[config.mk]
export PLATFORM = sky130hd
export DESIGN_NAME = index_field_serializer_flat
export DESIGN_NICKNAME = d
export VERILOG_FILES = /design/src/ifs_pkg.sv /design/src/ifs_if.sv /design/src/index_field_serializer.sv /design/src/ifs_shreg.sv /design/src/flat_wrapper.sv
export SDC_FILE = /design/constraint.sdc
export NUM_CORES = 1
export LEC_CHECK = 0
export BUFFER_PORTS_ARGS = -buffer_cell sky130_fd_sc_hd__buf_2
export CAP_MARGIN = 20
export CORE_UTILIZATION = 45
export DETAILED_ROUTE_END_ITERATION = 16
export GPL_TIMING_DRIVEN = 0
export PLACE_DENSITY = 0.65
export SETUP_SLACK_MARGIN = 0.05
export SLEW_MARGIN = 20
export SYNTH_ARGS = -nofsm -noshare
export SYNTH_HDL_FRONTEND = slang
export SYNTH_SLANG_ARGS = --single-unit
[constraint.sdc]
create_clock -name clk_i -period 6.5 [get_ports clk_i]
set_input_delay 1.625 -clock clk_i [delete_from_list [all_inputs] [get_ports clk_i]]
set_output_delay 1.625 -clock clk_i [all_outputs]
set_load 0.1 [all_outputs]
[src/ifs_pkg.sv]
`default_nettype none
package ifs_pkg;

  // Request type codes on the input channel.
  typedef enum logic [2:0] {
    REQ_VINT32 = 3'd0,
    REQ_VINT64 = 3'd1,
    REQ_INT32  = 3'd2,
    REQ_INT64  = 3'd3,
    REQ_CHAR   = 3'd4
  } req_type_e;

  localparam int unsigned ValW  = 64;
  localparam int unsigned TypeW = 3;
  localparam int unsigned ByteW = 8;
  localparam int unsigned CntW  = 4;

  localparam logic [7:0]  VarMask   = 8'h7F;
  localparam logic [7:0]  VarMore   = 8'h80;
  localparam logic [7:0]  ChrLead2  = 8'hC0;
  localparam logic [7:0]  ChrLead3  = 8'hE0;
  localparam logic [7:0]  ChrCont   = 8'h80;
  localparam logic [15:0] ChrMax1   = 16'h007F;
  localparam logic [15:0] ChrMax2   = 16'h07FF;

  // What the shifter captures when an item is taken.
  typedef struct packed {
    logic             varint;  // 1: 7-bit groups low first, 0: bytes high first
    logic [ValW-1:0]  data;
    logic [CntW-1:0]  nbytes;  // byte count for the high-first form
  } load_t;

  // Control from the top level to the shifter.
  typedef struct packed {
    logic load;
    logic advance;
  } shift_ctl_t;

  // Turns a request into the shifter's starting contents.
  function automatic load_t build_load(logic [TypeW-1:0] t, logic [ValW-1:0] v);
    load_t       l;
    logic [15:0] c;
    l = '0;
    c = v[15:0];
    case (t)
      REQ_VINT32: begin
        l.varint = 1'b1;
        l.data   = {32'd0, v[31:0]};
      end
      REQ_VINT64: begin
        l.varint = 1'b1;
        l.data   = v;
      end
      REQ_INT32: begin
        l.data   = {v[31:0], 32'd0};
        l.nbytes = 4'd4;
      end
      REQ_INT64: begin
        l.data   = v;
        l.nbytes = 4'd8;
      end
      REQ_CHAR: begin
        if (c != 16'd0 && c <= ChrMax1) begin
          l.data   = {c[7:0], 56'd0};
          l.nbytes = 4'd1;
        end else if (c <= ChrMax2) begin
          l.data   = {ChrLead2 | {3'd0, c[10:6]}, ChrCont | {2'd0, c[5:0]}, 48'd0};
          l.nbytes = 4'd2;
        end else begin
          l.data   = {ChrLead3 | {4'd0, c[15:12]}, ChrCont | {2'd0, c[11:6]},
                      ChrCont | {2'd0, c[5:0]}, 40'd0};
          l.nbytes = 4'd3;
        end
      end
      default: l = '0;
    endcase
    return l;
  endfunction

  // True for the type codes that produce output.
  function automatic logic type_known(logic [TypeW-1:0] t);
    return t <= REQ_CHAR;
  endfunction

endpackage
`default_nettype wire

[src/ifs_if.sv]
`default_nettype none
// Request channel: one typed value per beat.
interface ifs_req_if import ifs_pkg::*; ();
  logic             valid;
  logic             ready;
  logic [TypeW-1:0] req_type;
  logic [ValW-1:0]  value;
  modport source (output valid, output req_type, output value, input ready);
  modport sink   (input valid, input req_type, input value, output ready);
endinterface

// Byte channel: one serialized byte per beat.
interface ifs_byte_if import ifs_pkg::*; ();
  logic             valid;
  logic             ready;
  logic [ByteW-1:0] out_byte;
  logic             last;
  modport source (output valid, output out_byte, output last, input ready);
  modport sink   (input valid, input out_byte, input last, output ready);
endinterface
`default_nettype wire

[src/index_field_serializer.sv]
// A request is loaded into the shift register; each byte then passes through
// the output register before it is offered, one byte per cycle while that
// register is empty or being taken. A new request is taken while the last byte
// of the previous item still waits in the output register. Reset clears the
// busy flag, the output valid and the shifter's count and mode; data is not reset.
`default_nettype none
module index_field_serializer import ifs_pkg::*; (
  input  wire         clk_i,
  input  wire         rst_ni,
  ifs_req_if.sink     req,
  ifs_byte_if.source  rsp
);

  logic             busy_q, busy_d;
  logic             ovalid_q, ovalid_d;
  logic [ByteW-1:0] obyte_q;
  logic             olast_q;
  logic             accept;
  shift_ctl_t       ctl;
  load_t            load;
  logic [ByteW-1:0] sh_byte;
  logic             sh_last;

  assign req.ready = ~busy_q;
  assign accept    = req.valid & req.ready;
  assign load      = build_load(req.req_type, req.value);

  // Unknown type codes are taken and dropped without output.
  assign ctl.load    = accept & type_known(req.req_type);
  assign ctl.advance = busy_q & (~ovalid_q | rsp.ready);

  ifs_shreg u_shreg (
    .clk_i  (clk_i),
    .rst_ni (rst_ni),
    .ctl_i  (ctl),
    .load_i (load),
    .byte_o (sh_byte),
    .last_o (sh_last)
  );

  // Busy from load until the final byte moves into the output register.
  always_comb begin
    busy_d = busy_q;
    if (ctl.advance && sh_last) begin
      busy_d = 1'b0;
    end
    if (ctl.load) begin
      busy_d = 1'b1;
    end
    ovalid_d = ovalid_q;
    if (ctl.advance) begin
      ovalid_d = 1'b1;
    end else if (rsp.ready) begin
      ovalid_d = 1'b0;
    end
  end

  always_ff @(posedge clk_i or negedge rst_ni) begin
    if (!rst_ni) begin
      busy_q   <= 1'b0;
      ovalid_q <= 1'b0;
    end else begin
      busy_q   <= busy_d;
      ovalid_q <= ovalid_d;
    end
  end

  // Output register holds the beat until it is taken.
  always_ff @(posedge clk_i) begin
    if (ctl.advance) begin
      obyte_q <= sh_byte;
      olast_q <= sh_last;
    end
  end

  assign rsp.valid    = ovalid_q;
  assign rsp.out_byte = obyte_q;
  assign rsp.last     = olast_q;

endmodule
`default_nettype wire

[src/ifs_shreg.sv]
`default_nettype none
module ifs_shreg import ifs_pkg::*; (
  input  wire              clk_i,
  input  wire              rst_ni,
  input  shift_ctl_t       ctl_i,
  input  load_t            load_i,
  output logic [ByteW-1:0] byte_o,
  output logic             last_o
);

  logic [ValW-1:0] sr_q, sr_d;
  logic [CntW-1:0] cnt_q, cnt_d;
  logic            var_q, var_d;
  logic            more;

  // A varint group continues while any higher bit is still set.
  assign more   = |sr_q[ValW-1:7];
  assign byte_o = var_q ? ((sr_q[7:0] & VarMask) | (more ? VarMore : 8'd0))
                        : sr_q[ValW-1:ValW-ByteW];
  assign last_o = var_q ? ~more : (cnt_q == 4'd1);

  // Load on a new item, then one group or byte per advance.
  always_comb begin
    sr_d  = sr_q;
    cnt_d = cnt_q;
    var_d = var_q;
    if (ctl_i.load) begin
      sr_d  = load_i.data;
      cnt_d = load_i.nbytes;
      var_d = load_i.varint;
    end else if (ctl_i.advance) begin
      if (var_q) begin
        sr_d = sr_q >> 7;
      end else begin
        sr_d  = sr_q << ByteW;
        cnt_d = cnt_q - 4'd1;
      end
    end
  end

  always_ff @(posedge clk_i or negedge rst_ni) begin
    if (!rst_ni) begin
      cnt_q <= '0;
      var_q <= 1'b0;
    end else begin
      cnt_q <= cnt_d;
      var_q <= var_d;
    end
  end

  always_ff @(posedge clk_i) begin
    sr_q <= sr_d;
  end

endmodule
`default_nettype wire

[src/flat_wrapper.sv]
// flat-port wrapper written by rule: the top's interface ports become plain ports
module index_field_serializer_flat import ifs_pkg::*;
  (clk_i, rst_ni, req_valid, req_req_type, req_value, req_ready, rsp_valid, rsp_out_byte, rsp_last, rsp_ready);
  ifs_req_if req_i ();
  ifs_byte_if rsp_i ();
  input  wire clk_i;
  input  wire rst_ni;
  input wire logic [$bits(req_i.valid)-1:0] req_valid;
  input wire logic [$bits(req_i.req_type)-1:0] req_req_type;
  input wire logic [$bits(req_i.value)-1:0] req_value;
  output wire logic [$bits(req_i.ready)-1:0] req_ready;
  output wire logic [$bits(rsp_i.valid)-1:0] rsp_valid;
  output wire logic [$bits(rsp_i.out_byte)-1:0] rsp_out_byte;
  output wire logic [$bits(rsp_i.last)-1:0] rsp_last;
  input wire logic [$bits(rsp_i.ready)-1:0] rsp_ready;
  assign req_i.valid = req_valid;
  assign req_i.req_type = req_req_type;
  assign req_i.value = req_value;
  assign req_ready = req_i.ready;
  assign rsp_valid = rsp_i.valid;
  assign rsp_out_byte = rsp_i.out_byte;
  assign rsp_last = rsp_i.last;
  assign rsp_i.ready = rsp_ready;
  index_field_serializer u_core (.clk_i(clk_i), .rst_ni(rst_ni), .req(req_i), .rsp(rsp_i));
endmodule
==> out/metrics.cfg <==
[power]
p_leak_nw=2.17
total_power_mw=2.48
peakVddDrop_uv=187
power_density_mw_per_mm2=441

[critical_path]
r2r-start=u_core.busy_q
end_kind=flip-flop
crit_start=req_valid
cp-start-kind=input port
critPathRequiredTime_ns=6.62
path_max_fanout=24
cp.arrival_ns=3.64
crit_type=input port to flip-flop

[finish]
finalNonFillerCells=667
n_fill_cell=969
antenna_cells=0
layout.nets=599
multi_input_area_mm2=0.00220
layout-drive-gt1-share_pct=26.0
final_util_pct=54.7
stdcell_area_mm2=0.00562
seq_area_mm2=0.00237
area_growth_pct=18.8

[synth]
ys_seq_area_share_pct=50.0
synth_top_family_by_area=compound AO/OA/AOI/OAI gates
synthTopCellsByArea=edfxtp_1, mux2i_1, o21ai_0
syn_area_mm2=0.00473
synth.top_cell.area_share_pct=46.3
async_flop_share_pct=8.75
synth-simple-area-share_pct=12.6
netlist_instances=432
synth_nets=505
synthMuxAreaShare_pct=12.4
synth_compound_area_share_pct=20.4
synth.distinct_cells=58
syn_avg_cell_area_um2=11.0
yosys.area.top_type=edfxtp_1
synth_fa_ha_area_share_pct=0.529
ys_warn_count=0
synth_enable_flop_cells=73
synth-seq-cells=80
ys.flop_type=edfxtp_1
synth-xor-area-share_pct=0.370

[clocking]
insertion_delay_ns=0.37
cts_resized=0
post_cts_buffers=0
cts-root-buf=clkbuf_8
cts.sinks=80
cts_hold_buf=0
cts_max_level=3
numCtsBuffers=9
cts_tree=done
clock_path_buffers=2
clk_pin_slew_ns=0.08

[worst_hold_path]
min-delay-start=u_core.u_shreg.cnt_q[3]
hold_path.class=flip-flop to flip-flop

[job]
cap_violations=0

[placement]
place_congestion=0.924
port_buffers=80
hpwl_um=13400
dpl-instance-area_mm2=0.00540
dp.cells=651
dp_slack_ns=2.70

[sta]
drv_slew=0
rsz0062_at_grt=no
fin_ws_ns=2.98
timing.final.crit_share_pct=54.2
hold-worst-slack_ns=0.542
fmax_ghz=0.284
period_needed_ns=3.52
tightest_slew_ns=1.06
finalSetupTns_ns=0
finalHoldViolCount=0
slew-limit-headroom_pct=29.1
skew_ns=0.0113
setup_violations=0

[grt]
grt-ovfl-total=0
grt_max_degree=25
grt_antenna_before_repair=0
grt_pass1_vias=4308
grt_pass1_wl_um=26300
grtUsageTotal_pct=33.1

[status]
status=finished, final reports clean

[floorplan]
start_util_pct=46.0
die_area_mm2=0.0109
row_count=37
die_h_um=105
pin_count=82
core_mm2=0.0103
die_w_um=105

[drt]
ant_nets=0
via_count=4484
first_pass_iters=6
detail_route.wl_per_cell_um=26.3
wl_um=17600
drc=0
drtIter0Drc=604
via_per_inst=6.72

[registers in the layout, indices dropped and copies added, names as in the netlist]
register,count
u_core.u_shreg.sr_q,64
u_core.rsp.out_byte,8
u_core.u_shreg.cnt_q,4
u_core.busy_q,1
u_core.rsp.last,1
u_core.rsp.valid,1
u_core.u_shreg.var_q,1
[worst paths after layout]
path / slack (ns) / depth (start not counted) / to
setup / recovery: 2.98 / 9 / u_core.u_shreg.sr_q[26]
hold / removal: 0.54 / 1 / u_core.u_shreg.cnt_q[3]
setup reg to reg: 3.96 / 8 / u_core.u_shreg.sr_q[26]
hold reg to reg: 0.54 / 1 / u_core.u_shreg.cnt_q[3]
max in group asynchronous: 5.26 / 1 / u_core.u_shreg.cnt_q[2]
min in group asynchronous: 1.07 / 1 / u_core.rsp.valid
[cell usage in the layout, fill, tap and decap left out, types with 9 or more instances in the layout]
cell type	netlist	final
buf_2	13	93
edfxtp_1	73	73
o21ai_0	53	52
mux2i_1	44	44
nand2_1	38	38
a22oi_1	21	21
nor4_1	17	17
clkbuf_1	16	16
mux2_2	13	13
a21oi_1	11	11
nand3_1	11	11
clkbuf_8	0	9
[layer usage]
metal,vias up,global-route usage (%),routed length (µm)
li1,1917,-,-
met5,-,0,0
met1,2198,46.0,6900
met4,0,11.5,593
met2,322,50.2,7960
met3,47,8.48,2120
[cell families (layout without fill, tap and decap cells)]
group                      Yosys count  in the layout
AOI/OAI and AO/OA                  143            143
and+or+nand+nor                    110            110
DFF                                 80             80
muxes                               57             57
buffers and inverters               38            137
adders and majority gates            2              2
xor gates and xnor gates             2              2
[critical path, stage by stage]
cell,delay [ns]
buf_2,0.11
nor2b_1,0.12
buf_2,0.19
nand2_1,0.11
buf_2,0.30
buf_1,0.56
o21ai_4,0.21
buf_16,0.22
buf_16,0.17
[final cells by class]
| type | instances | area share, % |
|---|---|---|
| Buffer | 33 | 2.76 |
| Clock buffer | 9 | 2.20 |
| Clock inverter | 7 | 1.80 |
| Inverter | 5 | 0.334 |
| Multi-Input combinational cell | 314 | 39.2 |
| Sequential cell | 80 | 42.1 |
| Tap cell | 136 | 3.03 |
| Timing Repair Buffer | 83 | 8.59 |
[power breakdown]
part	total (mW)	internal (mW)	switching, mW
logic	0.944	0.365	0.579
registers	1.10	0.891	0.214
clock network	0.431	0.221	0.210
[Yosys cell counts, types with 7 or more instances]
| cell type | number |
|---|---|
| nand2_1 | 38 |
| a32o_1 | 8 |
| nor2_1 | 8 |
| a21oi_1 | 11 |
| mux2_2 | 13 |
| nor4_1 | 17 |
| nand3_1 | 11 |
| o211ai_1 | 8 |
| buf_2 | 13 |
| o21ai_0 | 53 |
| dfrtp_1 | 7 |
| clkbuf_1 | 16 |
| a22oi_1 | 21 |
| edfxtp_1 | 73 |
| mux2i_1 | 44 |
No activity file was read; power rests on OpenSTA's default activity.
